<file path="src/design/aiws_pkg.sv">
`timescale 1ns / 1ps
`default_nettype none
package aiws_pkg;

	// Built depth of the entry store.
	localparam int DEPTH = 16;
	localparam int IDX_W = $clog2(DEPTH);
	localparam int CNT_W = $clog2(DEPTH + 1);

	// Fixed field widths of the ports, and the compare widths derived from them.
	localparam int MODE_W   = 3;
	localparam int POS_W    = 8;
	localparam int DATA_W   = 32;
	localparam int STAT_W   = 2;
	localparam int CAP_W    = 5;
	localparam int OCNT_W   = 5;
	localparam int CMP_W    = (POS_W > CNT_W) ? POS_W : CNT_W;
	localparam int LIM_W    = (CAP_W > CNT_W) ? CAP_W : CNT_W;

	localparam logic [CAP_W-1:0] CAP_RESET = CAP_W'(16);

	typedef enum logic [MODE_W-1:0] {
		MODE_END   = 3'd0,
		MODE_FRONT = 3'd1,
		MODE_POS   = 3'd2,
		MODE_SORT  = 3'd3,
		MODE_READ  = 3'd4
	} mode_t;

	typedef enum logic [STAT_W-1:0] {
		ST_OK     = 2'd0,
		ST_FULL   = 2'd1,
		ST_BADPOS = 2'd2
	} status_t;

	typedef enum logic [2:0] {
		S_IDLE,
		S_SRCH,
		S_SH_RD,
		S_SH,
		S_PLACE,
		S_RD,
		S_FINISH
	} state_t;

	typedef struct packed {
		logic              we;
		logic [IDX_W-1:0]  waddr;
		logic [DATA_W-1:0] wdata;
		logic [IDX_W-1:0]  raddr;
	} mem_req_t;

endpackage
`default_nettype wire

</file>
<file path="src/design/array_insert_with_shift.sv">
`timescale 1ns / 1ps
`default_nettype none
// Sorted insertion array of signed 32-bit entries with an element count. Each
// request inserts at the end, at the front, at a position, or in signed sorted
// order, or reads one entry back, and returns one result transaction. The
// entries live in a single-port-write, registered-read RAM, and one sequencer
// walks it an entry per cycle: a sorted search reads entries from zero up to the
// slot, or up to the count when the value goes to the end, and the upward shift
// moves the count-slot entries at and above the slot. The input is not ready
// while a request is in progress; a finished result waits in the output
// register, so the next request can start before the previous result is taken.
// The capacity register may be written at any time the block is idle; values
// above the built depth are limited to it.
module array_insert_with_shift (
	input  wire logic                               clk,
	input  wire logic                               arst_n,
	input  wire logic                               cfg_valid,
	output logic                                    cfg_ready,
	input  wire logic [aiws_pkg::CAP_W-1:0]         cfg_data,
	input  wire logic                               in_valid,
	output logic                                    in_ready,
	input  wire logic [aiws_pkg::MODE_W-1:0]        mode,
	input  wire logic [aiws_pkg::POS_W-1:0]         position,
	input  wire logic signed [aiws_pkg::DATA_W-1:0] value,
	output logic                                    out_valid,
	input  wire logic                               out_ready,
	output logic [aiws_pkg::STAT_W-1:0]             status,
	output logic [aiws_pkg::OCNT_W-1:0]             count_after,
	output logic [aiws_pkg::OCNT_W-1:0]             slot_index,
	output logic signed [aiws_pkg::DATA_W-1:0]      read_value
);

	logic [aiws_pkg::CAP_W-1:0]  capacity_q;
	aiws_pkg::mem_req_t          mem_req;
	logic [aiws_pkg::DATA_W-1:0] mem_rdata;

	assign cfg_ready = 1'b1;

	always_ff @(posedge clk or negedge arst_n) begin
		if (!arst_n) begin
			capacity_q <= aiws_pkg::CAP_RESET;
		end else if (cfg_valid) begin
			capacity_q <= cfg_data;
		end
	end

	aiws_ctrl u_ctrl (
		.clk         (clk),
		.arst_n      (arst_n),
		.capacity    (capacity_q),
		.in_valid    (in_valid),
		.in_ready    (in_ready),
		.mode        (mode),
		.position    (position),
		.value       (value),
		.out_valid   (out_valid),
		.out_ready   (out_ready),
		.status      (status),
		.count_after (count_after),
		.slot_index  (slot_index),
		.read_value  (read_value),
		.mem_req     (mem_req),
		.mem_rdata   (mem_rdata)
	);

	aiws_ram #(
		.WIDTH (aiws_pkg::DATA_W),
		.DEPTH (aiws_pkg::DEPTH)
	) u_ram (
		.clk   (clk),
		.we    (mem_req.we),
		.waddr (mem_req.waddr),
		.wdata (mem_req.wdata),
		.raddr (mem_req.raddr),
		.rdata (mem_rdata)
	);

endmodule
`default_nettype wire

</file>
<file path="src/design/aiws_ram.sv">
`timescale 1ns / 1ps
`default_nettype none
module aiws_ram #(
	parameter int WIDTH = 32,
	parameter int DEPTH = 16
) (
	input  wire logic                     clk,
	input  wire logic                     we,
	input  wire logic [$clog2(DEPTH)-1:0] waddr,
	input  wire logic [WIDTH-1:0]         wdata,
	input  wire logic [$clog2(DEPTH)-1:0] raddr,
	output logic      [WIDTH-1:0]         rdata
);

	logic [WIDTH-1:0] mem_q [DEPTH];

	always_ff @(posedge clk) begin
		if (we) begin
			mem_q[waddr] <= wdata;
		end
		rdata <= mem_q[raddr];
	end

endmodule
`default_nettype wire

</file>
<file path="src/design/aiws_ctrl.sv">
`timescale 1ns / 1ps
`default_nettype none
module aiws_ctrl (
	input  wire logic                           clk,
	input  wire logic                           arst_n,
	input  wire logic [aiws_pkg::CAP_W-1:0]     capacity,
	input  wire logic                           in_valid,
	output logic                                in_ready,
	input  wire logic [aiws_pkg::MODE_W-1:0]    mode,
	input  wire logic [aiws_pkg::POS_W-1:0]     position,
	input  wire logic signed [aiws_pkg::DATA_W-1:0] value,
	output logic                                out_valid,
	input  wire logic                           out_ready,
	output logic [aiws_pkg::STAT_W-1:0]         status,
	output logic [aiws_pkg::OCNT_W-1:0]         count_after,
	output logic [aiws_pkg::OCNT_W-1:0]         slot_index,
	output logic signed [aiws_pkg::DATA_W-1:0]  read_value,
	output aiws_pkg::mem_req_t                  mem_req,
	input  wire logic [aiws_pkg::DATA_W-1:0]    mem_rdata
);

	localparam int CNT_W = aiws_pkg::CNT_W;
	localparam int IDX_W = aiws_pkg::IDX_W;
	localparam int CMP_W = aiws_pkg::CMP_W;
	localparam int LIM_W = aiws_pkg::LIM_W;

	aiws_pkg::state_t state_q, state_n;
	logic [CNT_W-1:0] count_q, count_n;
	logic [CNT_W-1:0] k_q, k_n;
	logic [CNT_W-1:0] i_q, i_n;
	logic [aiws_pkg::DATA_W-1:0] val_q, val_n;
	logic [aiws_pkg::DATA_W-1:0] rd_q, rd_n;
	aiws_pkg::status_t stat_q, stat_n;
	logic out_valid_q, out_valid_n;
	logic load_out;

	logic [aiws_pkg::STAT_W-1:0] status_q;
	logic [aiws_pkg::OCNT_W-1:0] count_after_q;
	logic [aiws_pkg::OCNT_W-1:0] slot_index_q;
	logic [aiws_pkg::DATA_W-1:0] read_value_q;

	logic [LIM_W-1:0] limit;
	logic             full;
	logic [CMP_W-1:0] pos_w;
	logic [CMP_W-1:0] cnt_w;
	logic [CNT_W-1:0] k_inc;

	assign limit = (LIM_W'(capacity) > LIM_W'(aiws_pkg::DEPTH)) ?
		LIM_W'(aiws_pkg::DEPTH) : LIM_W'(capacity);
	assign full  = LIM_W'(count_q) >= limit;
	assign pos_w = CMP_W'(position);
	assign cnt_w = CMP_W'(count_q);
	assign k_inc = k_q + CNT_W'(1);

	assign in_ready    = (state_q == aiws_pkg::S_IDLE);
	assign out_valid   = out_valid_q;
	assign status      = status_q;
	assign count_after = count_after_q;
	assign slot_index  = slot_index_q;
	assign read_value  = read_value_q;

	always_ff @(posedge clk or negedge arst_n) begin
		if (!arst_n) begin
			state_q     <= aiws_pkg::S_IDLE;
			count_q     <= '0;
			out_valid_q <= 1'b0;
		end else begin
			state_q     <= state_n;
			count_q     <= count_n;
			out_valid_q <= out_valid_n;
		end
	end

	always_ff @(posedge clk) begin
		k_q    <= k_n;
		i_q    <= i_n;
		val_q  <= val_n;
		rd_q   <= rd_n;
		stat_q <= stat_n;
		if (load_out) begin
			status_q      <= stat_q;
			count_after_q <= aiws_pkg::OCNT_W'(count_q);
			slot_index_q  <= aiws_pkg::OCNT_W'(k_q);
			read_value_q  <= rd_q;
		end
	end

	always_comb begin
		state_n       = state_q;
		count_n       = count_q;
		k_n           = k_q;
		i_n           = i_q;
		val_n         = val_q;
		rd_n          = rd_q;
		stat_n        = stat_q;
		load_out      = 1'b0;
		out_valid_n   = out_valid_q && !out_ready;
		mem_req.we    = 1'b0;
		mem_req.waddr = i_q[IDX_W-1:0];
		mem_req.wdata = mem_rdata;
		mem_req.raddr = k_q[IDX_W-1:0];

		unique case (state_q)
			aiws_pkg::S_IDLE: begin
				if (in_valid) begin
					val_n  = value;
					rd_n   = '0;
					k_n    = '0;
					stat_n = aiws_pkg::ST_OK;
					state_n = aiws_pkg::S_SH_RD;
					unique case (mode)
						aiws_pkg::MODE_END: begin
							if (full) begin
								stat_n  = aiws_pkg::ST_FULL;
								state_n = aiws_pkg::S_FINISH;
							end else begin
								k_n = count_q;
							end
						end
						aiws_pkg::MODE_FRONT: begin
							if (full) begin
								stat_n  = aiws_pkg::ST_FULL;
								state_n = aiws_pkg::S_FINISH;
							end
						end
						aiws_pkg::MODE_POS: begin
							if (pos_w > cnt_w) begin
								stat_n  = aiws_pkg::ST_BADPOS;
								state_n = aiws_pkg::S_FINISH;
							end else if (full) begin
								stat_n  = aiws_pkg::ST_FULL;
								state_n = aiws_pkg::S_FINISH;
							end else begin
								k_n = CNT_W'(position);
							end
						end
						aiws_pkg::MODE_SORT: begin
							if (full) begin
								stat_n  = aiws_pkg::ST_FULL;
								state_n = aiws_pkg::S_FINISH;
							end else if (count_q != '0) begin
								// Fetch entry zero so the compare starts next cycle.
								mem_req.raddr = '0;
								state_n       = aiws_pkg::S_SRCH;
							end
						end
						aiws_pkg::MODE_READ: begin
							if (pos_w >= cnt_w) begin
								stat_n  = aiws_pkg::ST_BADPOS;
								state_n = aiws_pkg::S_FINISH;
							end else begin
								k_n           = CNT_W'(position);
								mem_req.raddr = position[IDX_W-1:0];
								state_n       = aiws_pkg::S_RD;
							end
						end
						default: begin
							stat_n  = aiws_pkg::ST_BADPOS;
							state_n = aiws_pkg::S_FINISH;
						end
					endcase
				end
			end
			aiws_pkg::S_SRCH: begin
				// The read data holds entry k; the next entry is fetched meanwhile.
				mem_req.raddr = k_inc[IDX_W-1:0];
				if ($signed(mem_rdata) < $signed(val_q)) begin
					k_n = k_inc;
					if (k_inc == count_q) begin
						state_n = aiws_pkg::S_SH_RD;
					end
				end else begin
					state_n = aiws_pkg::S_SH_RD;
				end
			end
			aiws_pkg::S_SH_RD: begin
				if (count_q > k_q) begin
					i_n           = count_q;
					mem_req.raddr = IDX_W'(count_q - CNT_W'(1));
					state_n       = aiws_pkg::S_SH;
				end else begin
					state_n = aiws_pkg::S_PLACE;
				end
			end
			aiws_pkg::S_SH: begin
				// Move entry i-1 up to slot i while fetching entry i-2.
				mem_req.we    = 1'b1;
				mem_req.waddr = i_q[IDX_W-1:0];
				mem_req.wdata = mem_rdata;
				mem_req.raddr = IDX_W'(i_q - CNT_W'(2));
				if ((i_q - CNT_W'(1)) == k_q) begin
					state_n = aiws_pkg::S_PLACE;
				end else begin
					i_n = i_q - CNT_W'(1);
				end
			end
			aiws_pkg::S_PLACE: begin
				mem_req.we    = 1'b1;
				mem_req.waddr = k_q[IDX_W-1:0];
				mem_req.wdata = val_q;
				count_n       = count_q + CNT_W'(1);
				state_n       = aiws_pkg::S_FINISH;
			end
			aiws_pkg::S_RD: begin
				rd_n    = mem_rdata;
				state_n = aiws_pkg::S_FINISH;
			end
			aiws_pkg::S_FINISH: begin
				if (!out_valid_q || out_ready) begin
					load_out    = 1'b1;
					out_valid_n = 1'b1;
					state_n     = aiws_pkg::S_IDLE;
				end
			end
			default: begin
				state_n = aiws_pkg::S_IDLE;
			end
		endcase
	end

endmodule
`default_nettype wire

</file>
<file path="config.mk">
export PLATFORM = sky130hd
export DESIGN_NAME = array_insert_with_shift
export DESIGN_NICKNAME = d
export VERILOG_FILES = /design/src/design/aiws_pkg.sv /design/src/design/array_insert_with_shift.sv /design/src/design/aiws_ram.sv /design/src/design/aiws_ctrl.sv
export SDC_FILE = /design/constraint.sdc
export NUM_CORES = 1
export LEC_CHECK = 0
export ABC_AREA = 0
export ABC_CLOCK_PERIOD_IN_PS = 10100
export BUFFER_PORTS_ARGS = -buffer_cell sky130_fd_sc_hd__buf_4
export CORE_MARGIN = 2
export CORE_UTILIZATION = 30
export CTS_CLUSTER_DIAMETER = 60
export DETAILED_ROUTE_END_ITERATION = 16
export GPL_TIMING_DRIVEN = 0
export MAX_ROUTING_LAYER = met4
export PLACE_DENSITY_LB_ADDON = 0.25
export REMOVE_ABC_BUFFERS = 1
export SETUP_SLACK_MARGIN = 0.1
export SYNTH_ARGS = -nofsm -noshare
export SYNTH_HDL_FRONTEND = slang
export SYNTH_SLANG_ARGS = --single-unit
</file>
<file path="constraint.sdc">
create_clock -name clk -period 10.1 [get_ports clk]
set_clock_uncertainty 0.2 [all_clocks]
set_input_delay 1.01 -clock clk [delete_from_list [all_inputs] [get_ports clk]]
set_output_delay 1.01 -clock clk [all_outputs]
set_load 0.05 [all_outputs]
</file>
==> results of run 1 <==
flip-flops by register name, indices dropped and copies added (netlist names):
signal / cells
u_ram.rdata: 32
u_ctrl.slot_index: 5
u_ctrl.out_valid: 1
u_ctrl.i_q: 5
u_ctrl.read_value: 32
u_ctrl.rd_q: 32
u_ctrl.k_q: 5
u_ram.mem_q: 512
capacity_q: 5
u_ctrl.count_after: 5
u_ctrl.count_q: 5
u_ctrl.stat_q: 2
u_ctrl.state_q: 3
u_ctrl.status: 2
u_ctrl.val_q: 32
placed cells by master (no fill, tap or decap), types with 8 or more instances in the layout:
cell type,count
clkinv_2,13
a21oi_1,16
nand4_1,8
nor2_1,21
nand3_1,11
clkbuf_1,15
and2_1,33
or4_1,33
o22ai_1,99
nand2_1,99
clkbuf_16,79
ha_1,53
a31oi_1,41
xnor2_1,19
buf_16,20
buf_4,99
o21ai_1,32
dfxtp_1,32
dfrtp_1,13
and3_1,35
a211oi_1,70
edfxtp_1,632
a21o_1,14
nor2_4,17
buf_12,20
nor3_1,14
mux2i_1,193
o21ai_0,23
inv_1,52
metrics by stage:
step	hold slack (ps)	setup TNS [ps]	instance area, um2	util, %
after floorplan	200	-122140	26700	-
after global placement	209	-423350	29000	32.2
after detailed placement	205	0	30200	33.6
after CTS	7.73	0	32700	36.4
after global routing	32.6	0	32700	36.4
final	44.0	0	32700	36.4
cells by family after synthesis:
kind of cell	Yosys count
simple gates	296
flops	678
mux	197
xor+xnor	23
buf+inv	149
other cells	1
fa+ha+maj	53
compound gates	338
power by group:
part	internal (W)	switching (W)	total, W
Combinational	0.00127	0.00239	0.00367
Clock	0.00163	0.00114	0.00277
Sequential	0.00399	0.000233	0.00422
worst max-delay path by stage:
stage / startpoint / to / slack [ps] / cells past startpoint
floorplan: position[2] / u_ram.rdata[30] / -3820 / 10
global route: u_ctrl.count_q[2] / u_ram.rdata[6] / 4370 / 15
global placement: position[4] / u_ram.rdata[16] / -13280 / 11
finish: u_ctrl.count_q[2] / u_ram.rdata[2] / 4610 / 15
detailed placement: position[4] / u_ram.rdata[2] / 4380 / 15
CTS: u_ctrl.count_q[2] / u_ram.rdata[2] / 4640 / 15
cell type report:
type	count	area [um2]	share of cell area, %
flip-flops and latches	678	20000	61.1
clock inverters	39	388	1.19
well taps	1176	1470	4.50
inverters	53	199	0.608
clock buffers	101	2130	6.51
repair buffers	143	1750	5.34
multi-input cells	908	6800	20.8
layer usage:
metal	GRT usage, %	up-vias	wire length, um
li1	-	7076	-
met4	4.11	0	1220
met5	-	-	0
met2	25.3	384	34500
met1	20.4	7840	32400
met3	2.30	87	3330
worst max-delay path, stage by stage, from the launching register on:
cell	delay (ps)
dfrtp_1	670
inv_1	220
ha_1	340
a21o_1	210
a221oi_2	370
o21a_2	220
a22oi_1	150
o41ai_4	510
buf_8	240
buf_8	180
nand2_4	380
buf_16	400
buf_16	250
a211oi_1	300
a211oi_1	100
or4_1	530
==> results.cfg, run 1 <==
[logic_synthesis]
synth_cell_types = 58
synth_area_leaders = edfxtp_1 (70%), mux2i_1 (7.1%), ha_1 (2.4%)
synth.most_common_cell = edfxtp_1
synthesis.area_um2 = 27200
synth_seq_cells = 678
yosys.area_share.simple_pct = 5.60
synth_edf_count = 632
synth_top_cell_by_area = edfxtp_1
netlist.area_leader.share_pct = 69.8
synthCells = 1735
async_flop_share_pct = 2.06
ys_seq_area_share_pct = 73.5
synth_top_family_by_area = compound AO/OA/AOI/OAI gates
post_synth_mux_area_share_pct = 7.27
dominantRegCellSynth = edfxtp_1
synth_compound_area_share_pct = 8.14
synth_fa_ha_area_share_pct = 2.44
yosys_warnings = 0
avgSynthCellArea_um2 = 15.7
synth_xor_area_share_pct = 0.741
synth_common_cells = edfxtp_1 (632), mux2i_1 (193), nand2_1 (103)

[die]
die_area_um2 = 93000
core_um2 = 89900
die_h_um = 305
rows = 110
start_util_pct = 30.2
io_pins = 100
die_x_um = 305

[critical_path]
rr_startpoint = u_ctrl.count_q[2]
path_max_fanout = 52
required_ps = 10380
cp-start-kind = flop
r2r_setup_slack_ps = 4610
r2r_cells = 15
r2r_end = u_ram.rdata[2]
path_class = reg2reg
cp_data_arrival_time_ps = 5770
end_kind = flop

[hold_path]
min_path_type = in2async

[clock_network]
clock-sinks = 678
cts_tree = yes
post_cts_buffers = 0
cts_hold_buf = 0
cts.repair.resized = 0
cts_max_level = 3
clk_pin_slew_worst_paths_ps = 60
root_buffer = clkbuf_16
cts_buffer_depth = 3
cts_inserted_buffers = 77
clk_latency_ps = 620

[flow_run]
maxCapViolations = 0

[sta]
hold_viol_final = 0
finalCritPeriodShare_pct = 54.4
worst_slack_ps = 4610
period_needed_ps = 5490
rsz0062_at_grt = no
relSlewSlack_pct = 13.4
setup_viol = 0
worstMarginPinSlew_ps = 1300
slew_viol_final = 0
fmax_ghz = 0.182

[route]
post-route-drc-count = 0
wire_per_inst_um = 23.1
drt-pass1-iter-count = 5
via_count = 15400
drtIter0Drc = 1246
routed_wl_um = 71400
ant_nets = 0
vias_per_cell = 4.97

[layout]
fin_nets = 1967
area_growth_pct = 20.4
drive_gt1_share_pct = 15.9
final_cells = 3098
n_antenna_cell = 0
fillers = 8377

[pwr]
power_density_nw_per_um2 = 326
p_total_w = 0.0107
cellLeakagePower_nw = 11.4
max-vdd-ir-drop_uv = 166

[global_routing]
grt_max_degree = 53
grt_overflow = 0
antenna_found_initial = 0
grt_pass1_vias = 15400
grtUsageTotal_pct = 15.6
grt_pass1_wl_um = 104000

[run_status]
status = complete, no violations

[place]
gp_congestion = 0.844
dp_hpwl_um = 45700
port-buffer-count = 98
placed_cells = 2957
place_ws_ps = 4380
No activity file was read; power rests on OpenSTA's default activity.
==> run 2: changes to the inputs <==
--- a/config.mk
+++ b/config.mk
@@ -6,7 +6,7 @@
 export NUM_CORES = 1
 export LEC_CHECK = 0
 export ABC_AREA = 0
-export ABC_CLOCK_PERIOD_IN_PS = 10100
+export ABC_CLOCK_PERIOD_IN_PS = 5500
 export BUFFER_PORTS_ARGS = -buffer_cell sky130_fd_sc_hd__buf_4
 export CORE_MARGIN = 2
 export CORE_UTILIZATION = 30
==> constraint.sdc (replaced) <==
create_clock -name clk -period 5.5 [get_ports clk]
set_clock_uncertainty 0.2 [all_clocks]
set_input_delay 0.55 -clock clk [delete_from_list [all_inputs] [get_ports clk]]
set_output_delay 0.55 -clock clk [all_outputs]
set_load 0.05 [all_outputs]
==> results.cfg, run 2 (synthesis gave the netlist of run 1 again) <==
[hold_path]
min_path_type = in2async

[pwr]
power_density_nw_per_um2 = 592
p_total_w = 0.0196
cellLeakagePower_nw = 11.6
max-vdd-ir-drop_uv = 306

[route]
wl_met2_um = 34800
wl_met1_um = 32500
wl_met3_um = 3200
top_layer = met4
routed_wl_um = 71700
ant_nets = 0
vias_per_cell = 4.97
post-route-drc-count = 0
drtIter0Drc = 1343
drt-pass1-iter-count = 5
wire_per_inst_um = 22.9
via_count = 15600

[clock_network]
clock-sinks = 678
cts_inserted_buffers = 77
clk_pin_slew_worst_paths_ps = 60
cts_max_level = 3
root_buffer = clkbuf_16
cts_tree = yes
clk_latency_ps = 610
cts_buffer_depth = 3

[die]
die_h_um = 305
io_pins = 100
rows = 110
core_um2 = 89900
start_util_pct = 30.2
die_x_um = 305
die_area_um2 = 93000

[critical_path]
crit_path_end = u_ram.rdata[2]
path_max_fanout = 52
crit_start = u_ctrl.k_q[2]
cp-start-kind = flop
cp_data_arrival_time_ps = 5470
r2r_setup_slack_ps = 310
r2r_end = u_ram.rdata[2]
r2r_cells = 14
end_kind = flop
rr_startpoint = u_ctrl.k_q[2]
path_class = reg2reg
required_ps = 5780

[layout]
drive_gt1_share_pct = 15.7
fin_nets = 2007
regMostFlops = u_ram.mem_q
stdcell_area_um2 = 33100
area_growth_pct = 21.9
mostFrequentLayoutCells = edfxtp_1 (632), mux2i_1 (193), nand2_1 (99), o22ai_1 (99), buf_4 (99)
layout_commonest_cell = edfxtp_1
n_antenna_cell = 0
largest_reg_flops = 512

[run_status]
status = complete, no violations

[global_routing]
grt_pass1_vias = 15500
grt_max_degree = 53
antenna_found_initial = 0
grt_overflow = 0
grt_pass1_wl_um = 105000
grtUsageTotal_pct = 15.6

[place]
place_area_um2 = 30200
dp_hpwl_um = 45700
port-buffer-count = 98
gp_congestion = 0.844

[sta]
fmax_ghz = 0.193
relSlewSlack_pct = 14.5
worstMarginPinSlew_ps = 1280
rsz0062_at_grt = no
hold_viol_final = 0
finalCritPeriodShare_pct = 94.4
period_needed_ps = 5190
slew_viol_final = 0
setup_viol = 0

[flow_run]
maxCapViolations = 0
[run 2: cell count changes in the layout (fill, tap and decap cells not counted), sizes merged]
cell	previous run	this run
dlygate4sd3	0	40
[run 2: worst min path at each step]
stage / startpoint / to / slack (ps)
after detailed placement: u_ctrl.rd_q[27] / u_ctrl.read_value[27] / 200
final: arst_n / capacity_q[1] / 130
after global placement: arst_n / capacity_q[0] / 210
after floorplan: arst_n / capacity_q[0] / 50
after global routing: arst_n / capacity_q[1] / 130
after CTS: arst_n / capacity_q[1] / 90
[run 2: layer usage]
metal / vias up / track usage (%)
li1: 7156 / -
met1: 7958 / 20.5
met2: 381 / 25.4
met3: 87 / 2.29
met4: 0 / 4.11
met5: - / -
[run 2: critical path, cell delays in order (launching register included)]
cell and delay (ps):
edfxtp_1 680, inv_1 210, ha_1 370, a211oi_1 270
a21oi_2 120, o21ai_2 290, mux2i_1 180, o21ai_4 610
buf_16 260, nand2_8 250, buf_16 320, buf_16 250
a211oi_1 300, a211oi_1 100, or4_1 530
[run 2: repair_timing]
item                                    in CTS  in global routing
hold endpoints to repair                    52                  0
hold buffers                                40                  0
resized for setup                            1                  3
setup buffers                                0                  0
endpoints found under the setup margin       6                  8
gates cloned                                 0                  0
[run 2: final cells by class]
cell class | instances | area (um2)
Clock buffer | 101 | 2130
Clock inverter | 39 | 388
Fill cell | 8350 | 56700
Inverter | 53 | 199
Multi-Input combinational cell | 908 | 6820
Sequential cell | 678 | 20000
Tap cell | 1176 | 1470
Timing Repair Buffer | 183 | 2150
[run 2: per-stage QoR]
stage | hold WS, ps | TNS [ps] | setup slack, ps | std cells | util, %
2_1_floorplan | 54.4 | -256810 | -8030 | 1639 | -
3_3_place_gp | 209 | -1621650 | -17620 | 2913 | 32.2
3_5_place_dp | 205 | 0 | 66.8 | 2957 | 33.6
4_1_cts | 94.3 | 0 | 125 | 3137 | 36.8
5_1_grt | 132 | 0 | 102 | 3138 | 36.9
6_report | 127 | 0 | 310 | 3138 | 36.9
[run 2: power breakdown]
part	switching, W	internal (W)
clock network	0.00210	0.00299
logic	0.00442	0.00236
registers	0.000427	0.00733
==> run 3: changes to the inputs <==
--- a/config.mk
+++ b/config.mk
@@ -5,12 +5,13 @@
 export SDC_FILE = /design/constraint.sdc
 export NUM_CORES = 1
 export LEC_CHECK = 0
-export ABC_AREA = 0
+export ABC_AREA = 1
 export ABC_CLOCK_PERIOD_IN_PS = 5500
 export BUFFER_PORTS_ARGS = -buffer_cell sky130_fd_sc_hd__buf_4
 export CORE_MARGIN = 2
-export CORE_UTILIZATION = 30
+export CORE_UTILIZATION = 60
 export CTS_CLUSTER_DIAMETER = 60
+export CTS_CLUSTER_SIZE = 14
 export DETAILED_ROUTE_END_ITERATION = 16
 export GPL_TIMING_DRIVEN = 0
 export MAX_ROUTING_LAYER = met4
==> results.cfg, run 3 <==
[route]
ant_nets = 0
vias_per_cell = 5.81
wire_per_inst_um = 20.8
post-route-drc-count = 0
drt-pass1-iter-count = 5
via_count = 20700
drtIter0Drc = 2353
routed_wl_um = 74300

[die]
die_area_um2 = 51000
core_um2 = 48700
io_pins = 100
start_util_pct = 60.6
rows = 81
die_h_um = 226
die_x_um = 226

[critical_path]
r2r_cells = 19
end_kind = flop
crit_start = u_ctrl.count_q[3]
required_ps = 5810
cp-start-kind = flop
crit_top_cell = nand3_1
critPathBufInv = 5
worst-path-stages = 19
path_max_fanout = 71
cp_data_arrival_time_ps = 5450
slowest_delay_ps = 560
crit_chain = clkinv_1 > ha_1 > nand2_1 > nor2_1 > nand3_1 > nand3_1 > nand2_1 > nand3_1 > nand3_4 > buf_12 > buf_16 > nand2_8 > buf_16 > buf_16 > nand2_1 > nand3_1 > nand3_1 > nand3_1 > nand2_1
rr_startpoint = u_ctrl.count_q[3]
path_class = reg2reg
cp_slowest_cell = nand3_4
crit_family = simple AND/OR/NAND/NOR gates

[global_routing]
grt_overflow = 0
grt_max_degree = 76
grtUsageTotal_pct = 30.5
grt_pass1_vias = 20300
grt_pass1_wl_um = 113000
antenna_found_initial = 0

[sta]
relSlewSlack_pct = 22.7
period_needed_ps = 5130
tns_ps = 0
rsz0062_at_grt = no
fmax_ghz = 0.195
finalCritPeriodShare_pct = 93.3
slew_viol_final = 0
worst_slack_ps = 367
hold_viol_final = 0
worstMarginPinSlew_ps = 1160
setup_viol = 0

[hold_path]
hold_depth = 4
min_path_type = in2reg
holdCritStartpoint = out_ready

[layout]
final_cells = 3567
drive_gt1_share_pct = 8.61
area_growth_pct = 14.0
n_antenna_cell = 0
stdcell_area_um2 = 33700
layout_commonest_cell = nand2_1
largest_reg_flops = 512
fin_nets = 2974
regMostFlops = u_ram.mem_q
mostFrequentLayoutCells = nand2_1 (674), edfxtp_1 (632), nand3_1 (601), inv_1 (374), buf_4 (98)
fillers = 3326

[place]
port-buffer-count = 98
place_ws_ps = 259
dp_hpwl_um = 43700
place_area_um2 = 31700
placed_cells = 3433
gp_congestion = 0.888

[flow_run]
maxCapViolations = 0

[logic_synthesis]
dominantRegCellSynth = edfxtp_1
ys_seq_area_share_pct = 67.6
synth.most_common_cell = nand2_1
avgSynthCellArea_um2 = 10.7
synth_area_leaders = edfxtp_1 (64%), nand3_1 (10%), nand2_1 (8.6%)
synthesis.area_um2 = 29500
async_flop_share_pct = 2.06
synth_seq_cells = 678
synth_edf_count = 632
synth_common_cells = nand2_1 (678), edfxtp_1 (632), nand3_1 (601)
synthCells = 2769
netlist.area_leader.share_pct = 64.2
yosys_warnings = 0
synth_cell_types = 43
synth_top_cell_by_area = edfxtp_1

[run_status]
status = complete, no violations

[clock_network]
clk_pin_slew_worst_paths_ps = 70
cts_max_level = 2
clock-sinks = 678
post_cts_buffers = 0
cts_inserted_buffers = 55
cts_buffer_depth = 3
root_buffer = clkbuf_16
cts_tree = yes
clk_latency_ps = 620

[pwr]
max-vdd-ir-drop_uv = 414
cellLeakagePower_nw = 13.9
power_density_nw_per_um2 = 622
p_total_w = 0.0210
==> run 3: where the power goes <==
| group | switching [W] | internal, W |
|---|---|---|
| registers | 0.000328 | 0.00758 |
| logic | 0.00669 | 0.00271 |
| clock network | 0.00174 | 0.00191 |
==> run 3: final timing paths <==
| check | to | slack (ps) |
|---|---|---|
| min in group asynchronous | u_ctrl.state_q[0] | 120 |
| max in group asynchronous | capacity_q[4] | 4730 |
| setup reg to reg | u_ram.rdata[18] | 370 |
| hold / removal | u_ctrl.out_valid | 50 |
| hold reg to reg | u_ctrl.read_value[2] | 210 |
| setup / recovery | u_ram.rdata[18] | 370 |
==> run 3: worst register-to-register path, delay by kind of cell, from the launching register on <==
family / cells / cell delay (ps)
adder cells (fa/ha/maj): 1 / 400
buffers and inverters: 5 / 1730
AND/OR/NAND/NOR: 13 / 2160
flip-flops: 1 / 520
==> run 3: repair_timing <==
item                                   CTS  global route
hold buffers                            41             0
setup endpoints to repair                0             9
resized for setup                        0             1
endpoints found under the hold margin   51             0
==> run 3: layout make-up <==
| type | instances | area [um2] | share of cell area (%) |
|---|---|---|---|
| clock buffer | 86 | 1500 | 4.46 |
| clock inverter | 6 | 60.1 | 0.178 |
| inverter | 382 | 1440 | 4.28 |
| multi-input combinational | 1564 | 7650 | 22.7 |
| sequential | 678 | 20000 | 59.3 |
| tap | 664 | 831 | 2.47 |
| timing repair buffer | 187 | 2220 | 6.60 |
==> run 3: layer usage <==
| metal | track usage, % | wire (um) |
|---|---|---|
| met5 | - | 0 |
| met4 | 13.4 | 3050 |
| met3 | 5.07 | 7340 |
| met2 | 49.1 | 35900 |
| met1 | 38.4 | 28000 |
==> run 3: cells by family (layout without fill, tap and decap cells) <==
logic type / after synthesis / after routing / share of synthesized area [%]
DFF: 678 / 678 / 67.6
other: 1 / 1 / 0.0127
buffers and inverters: 527 / 661 / 7.18
muxes: 3 / 3 / 0.114
AOI/OAI and AO/OA: 106 / 106 / 1.96
and+or+nand+nor: 1384 / 1384 / 20.4
xor gates and xnor gates: 17 / 17 / 0.504
adders and majority gates: 53 / 53 / 2.24
==> run 3: per-stage QoR <==
stage	hold slack, ps	utilization (%)
floorplan	54.4	-
global placement	201	62.4
detailed placement	205	65.0
CTS	38.6	69.1
global route	93.1	69.1
finish	46.0	69.1
